--- src/sv/bb3_pkg.sv ---
// bb3_pkg: shared types, constants and the divide-by-nine helper for the 3x3 box blur
// used by the line memory, the window stage, the top level and the port checker
// no dependencies
package bb3_pkg;

    localparam int PIX_BITS        = 8;
    localparam int LINE_DATA_BITS  = 2 * PIX_BITS;   // {row r-2, row r-1}
    localparam int COLSUM_BITS     = PIX_BITS + 2;   // sum of three pixels
    localparam int SUM_BITS        = PIX_BITS + 4;   // sum of nine pixels
    localparam int ROW_BITS        = 16;
    localparam int COL_OUT_BITS    = 11;
    localparam int WIDTH_REG_BITS  = 12;
    localparam int HEIGHT_REG_BITS = 16;
    localparam int CFG_INDEX_BITS  = 1;
    localparam int CFG_DATA_BITS   = 16;
    localparam int OUT_FIELD_BITS  = PIX_BITS + ROW_BITS + COL_OUT_BITS;
    localparam int OUT_TDATA_BITS  = ((OUT_FIELD_BITS + 7) / 8) * 8;

    // register indexes of the configuration channel
    localparam logic [CFG_INDEX_BITS-1:0] REG_IMAGE_WIDTH  = 1'b0;
    localparam logic [CFG_INDEX_BITS-1:0] REG_IMAGE_HEIGHT = 1'b1;

    localparam logic [WIDTH_REG_BITS-1:0]  WIDTH_RESET  = 12'd640;
    localparam logic [HEIGHT_REG_BITS-1:0] HEIGHT_RESET = 16'd480;
    localparam int DIM_MIN = 3;

    // ceil(2^16 / 9); exact floor quotient for every sum below 2^15
    localparam int RECIP_SHIFT = 16;
    localparam logic [12:0] RECIP9 = 13'd7282;

    typedef struct packed {
        logic [ROW_BITS-1:0]     row;
        logic [COL_OUT_BITS-1:0] col;
        logic                    last;
    } pos_t;

    function automatic logic [PIX_BITS-1:0] div9(input logic [SUM_BITS-1:0] sum);
        logic [SUM_BITS+12:0] prod;
        prod = (SUM_BITS + 13)'(sum) * (SUM_BITS + 13)'(RECIP9);
        return prod[RECIP_SHIFT +: PIX_BITS];
    endfunction

endpackage

--- src/sv/bb3_window.sv ---
// bb3_window: 3x3 window kept as two registered column sums plus the incoming column
// produces the nine-pixel sum of the current neighborhood
// depends on bb3_pkg
module bb3_window (
    input  logic                           clk,
    input  logic                           rst_n,
    input  logic                           adv,
    input  logic [bb3_pkg::PIX_BITS-1:0]   top,
    input  logic [bb3_pkg::PIX_BITS-1:0]   mid,
    input  logic [bb3_pkg::PIX_BITS-1:0]   bot,
    output logic [bb3_pkg::SUM_BITS-1:0]   sum
);

    logic [bb3_pkg::COLSUM_BITS-1:0] col_new;
    logic [bb3_pkg::COLSUM_BITS-1:0] col_m1_reg, col_m1_next;
    logic [bb3_pkg::COLSUM_BITS-1:0] col_m2_reg, col_m2_next;

    always_comb
    begin
        col_new = bb3_pkg::COLSUM_BITS'(top) + bb3_pkg::COLSUM_BITS'(mid)
                + bb3_pkg::COLSUM_BITS'(bot);
        sum = bb3_pkg::SUM_BITS'(col_m2_reg) + bb3_pkg::SUM_BITS'(col_m1_reg)
            + bb3_pkg::SUM_BITS'(col_new);
        col_m1_next = adv ? col_new : col_m1_reg;
        col_m2_next = adv ? col_m1_reg : col_m2_reg;
    end

    // window starts out all zero
    always_ff @(posedge clk or negedge rst_n)
    begin
        if (!rst_n)
        begin
            col_m1_reg <= '0;
            col_m2_reg <= '0;
        end
        else
        begin
            col_m1_reg <= col_m1_next;
            col_m2_reg <= col_m2_next;
        end
    end

endmodule

--- config.mk ---
export PLATFORM = sky130hd
export DESIGN_NAME = bb3_window
export DESIGN_NICKNAME = d
export VERILOG_FILES = /design/src/sv/bb3_pkg.sv /design/src/sv/bb3_window.sv
export SDC_FILE = /design/constraint.sdc
export NUM_CORES = 1
export LEC_CHECK = 0
export BUFFER_PORTS_ARGS = -buffer_cell sky130_fd_sc_hd__clkbuf_2
export CAP_MARGIN = 25
export CORE_MARGIN = 2
export CORE_UTILIZATION = 46
export DETAILED_ROUTE_END_ITERATION = 12
export PLACE_DENSITY_LB_ADDON = 0.25
export SYNTH_ARGS = -nofsm -noshare
export SYNTH_HDL_FRONTEND = slang
export SYNTH_SLANG_ARGS = --single-unit
--- constraint.sdc ---
create_clock -name clk -period 8.63 [get_ports clk]
set_input_delay 0 -clock clk [delete_from_list [all_inputs] [get_ports clk]]
set_output_delay 0 -clock clk [all_outputs]
set_load 0.01 [all_outputs]
* Word level (Yosys, flattened, before mapping) *
Index checks and enable logic that the tools add are counted.

storage, ports and cells
  memories = 0
  bits in read-only memories = 0
  latch bits = 0
  flip-flop bits (word level) = 20
  RAM bits = 0

operators by class
  reductions and logical operators = 0
  mux-type cells = 0
  $lt $le $gt $ge = 0
  add/subtract/negate cells = 4
  div/mod/pow operators = 0
  equality and inequality tests = 0
  bitwise gates (word level) = 0
  shift operators = 0
  multipliers = 0

operators by type and width
  kind                     number
  adder 11 x 10 -> 12 bit  1
  adder 10 x 10 -> 11 bit  1
  adder 9 x 8 -> 10 bit    1
  adder 8 x 8 -> 9 bit     1

* Logic depth before layout (Yosys ltp) *
  depth after elaboration = 3
  mapped depth = 19
  depth with buffers taken out = 18

* Worst setup path after synthesis *
OpenSTA, ideal clock, no wires.

  kind = input -> output
  start = input top[1] (netlist name)
  end = output sum[9] (netlist name)
  path slack = 4981 ps
  buffers on the path = 1
  arrival = 3649 ps
  cell stages on the path = 18
  cells stage by stage = inv_1 -> fa_1 -> inv_1 -> ha_1 -> fa_1 -> a211oi_1 -> nor2_1 -> o31ai_2 -> nand2_1 -> fa_1 -> inv_1 -> ha_1 -> buf_2 -> a21o_1 -> a21oi_1 -> o21ai_0 -> a31oi_1 -> xnor2_1

on the way
  longest elaborated chain between the ends = 3

RTL lines
  what                     RTL line          source
  start, declared          bb3_window.sv:8   input logic [bb3_pkg::PIX_BITS-1:0] top,
  adder 8 x 8 -> 9 bit     bb3_window.sv:20  col_new = bb3_pkg::COLSUM_BITS'(top) + bb3_pkg::COLSUM_BITS'(mid)
  adder 9 x 8 -> 10 bit    bb3_window.sv:21  + bb3_pkg::COLSUM_BITS'(bot);
  adder 11 x 10 -> 12 bit  bb3_window.sv:23  + bb3_pkg::SUM_BITS'(col_new);
  end, declared            bb3_window.sv:11  output logic [bb3_pkg::SUM_BITS-1:0] sum

No other way between the ends.

* Worst setup path after layout *
Ends and elaborated chain as after synthesis.

==> run summary <==
CP cell instances: clkbuf_2, inv_1, fa_1, inv_1, ha_1, fa_1, a211oi_1, nor2_1, o31ai_2, nand2_1, fa_1, inv_1, ha_1, a21o_1, a21oi_1, o21ai_0, a31oi_1, xnor2_1, clkbuf_2
RePlAce Congestion: 0.796
Post-synth EDFFs: 0
Max_slew headroom: 58.6%
Slew @ Worst Pin: 0.621 ns
Setup Crit Path Kind: in2out
F_max: 244 MHz
CTS buffer count: 3
RSZ-0062 raised after global routing: false
Largest net degree at the start of global routing: 34
Unique cell type count in the Yosys netlist: 33
Clock skew: 0.00238 ns
Status: completed
Clock sink count: 20
Post-synth net total: 273
Reg area: 500 µm²
Std-Cell Core Area: 0.00406 mm²
Synth top area cells: dfrtp_1 26%, fa_1 20%, ha_1 10%
Routed Wire Length: 3190 µm
Antenna viol nets, final: 0
P per Cell Area: 456 mW/mm²
Vias in the first global route: 1494
Most common cell after layout, fill and taps aside: inv_1
Vias per inst: 4.88
Crit end category: output pin
Worst vdd ir: 0.284 mV
Drt drc: 0
Die area: 0.00480 mm²
Multi-input gate area: 0.00125 mm²
DRT Pass-1 Iters: 4
Max-Cap Viols: 0
Setup WS pre-CTS: 4.55 ns
Synth Register Bits: 20
Worst Hold Class: in2reg
Startpoint Class: primary input
Routed len/inst: 10.7 µm
Post-layout net count: 312
Non-Filler Instances: 298
Max incr delay on CP: 0.53 ns
Post-Syn Area: 0.00196 mm²
CP max FO: 9
# H-tree levels: 1
Layout area overhead: 15.1%
Total track usage: 15.5%
Die Ht: 69.3 µm
Top-area cell type share of the netlist area: 25.5%
Setup_tns: 0 ns
Buffers & Inverters on Critical Path: 5
Fraction of layout cells with a size suffix above 1: 22.2%
Leak: 1.21 nW
CTS max path bufs: 2
CP top delay family: adder cells
Most frequent cells in the layout: 50 x inv_1, 38 x clkbuf_2, 20 x fa_1, 20 x dfrtp_1
Period utilisation layout: 47.4%
Post-DP Area: 0.00219 mm²
Fin area: 0.00226 mm²
Crit path arrival time: 4.09 ns
Synth async-reset ratio: 100%
Placed cells: 293
Area leader, netlist: dfrtp_1
Worst Setup Slack, final: 4.54 ns
Via count: 1453
Hold Vio Cnt, Final: 0
CTS tree: built
Initial Util: 48.4%
I/O Pins: 39
Clock Latency Late Sink: 0.25 ns
# rows: 23
Clock Pin Slew Worst Setup and Hold Paths: 0.07 ns
# port buffers: 38
Placed wire-length estimate: 2710 µm
Period minus WS final: 4.09 ns
Dominant synthesized flop cell: dfrtp_1
DIE WIDTH: 69.3 µm
Synthesis Warnings: 0
Sequential element share of the synthesized area: 25.5%
First-pass GRT wire length: 6220 µm
Final setup fails: 0
Synth Area per Inst: 9.34 µm²
Mapped Cells: 210
CP required: 8.63 ns
Overflow after GRT: 0
Antenna violations before repair: 0
Fill cells: 401
N_diodes: 0
DR iter-0 viols: 43
Slowest cell on crit path: fa_1
Final Max Tran Viols: 0
Reg2reg setup slack: 7.75 ns
Clk root buf: clkbuf_8
Core Util, Final: 55.7%
cells by family after synthesis:
kind of cell / after synthesis / synth area share, %
XOR/XNOR: 12 / 5.36
buffers and inverters: 55 / 10.7
adder cells (fa/ha/maj): 36 / 30.6
AO/OA/AOI/OAI: 45 / 15.5
flip-flops: 20 / 25.5
multiplexers: 8 / 4.34
AND/OR/NAND/NOR: 34 / 8.04
worst min-delay path, delay by kind of cell:
family | cells | cell delay [ns]
buffers and inverters | 1 | 0.09
adder cells (fa/ha/maj) | 1 | 0.19
multiplexers | 1 | 0.15
cells in the mapped netlist (4+ instances only):
master   number
mux2i_1       4
nor2_1        8
fa_1         20
a21oi_1       9
inv_1        50
dfrtp_1      20
ha_1         16
mux2_2        4
o21ai_0      17
nand2_1      17
xor2_1        4
xnor2_1       8
a21o_1        4
routing by layer:
metal  vias up  wire length, µm  GRT usage (%)  part of all wire [%]
met5         -                0              0                     0
met4         0               17           2.61                  0.53
met3         4              104           3.20                   3.3
met2        18             1680           28.7                    53
met1       689             1390           18.6                    44
li1        742                -              -                     -
worst paths after layout:
kind                               startpoint       endpoint  cells past startpoint
worst max-delay path                   top[1]         sum[9]                     19
worst max register to register  col_m1_reg[7]  col_m1_reg[7]                      3
max in group asynchronous               rst_n  col_m1_reg[8]                      2
worst min-delay path                   bot[0]  col_m1_reg[0]                      3
min in group asynchronous               rst_n  col_m2_reg[1]                      2
worst min register to register  col_m1_reg[5]  col_m2_reg[5]                      2
through the flow:
step / power (mW) / hold slack [ns]
3_5_place_dp: 0.976 / -0.00399
4_1_cts: 1.05 / 0.203
2_1_floorplan: 0.753 / -0.296
6_report: 1.03 / 0.201
3_3_place_gp: 0.962 / -0.0113
5_1_grt: 1.16 / 0.209
what timing repair did:
item,4_1_cts,5_1_grt
gates resized for setup,0,0
setup buffers,0,0
hold buffers,1,0
hold endpoints to repair,20,0
area by class of cell:
type	count	area share (%)
multi-input cells	135	55.5
flip-flops and latches	20	22.2
well taps	50	2.77
inverters	50	8.31
clock buffers	4	2.44
repair buffers	39	8.86
report_power, final:
group	leakage (nW)	switching [mW]	internal (mW)
registers	0.240	0.0137	0.122
clock network	0.0288	0.0300	0.0406
logic	0.938	0.452	0.371
total	1.21	0.496	0.534
Power figures use the tool's default switching activity.
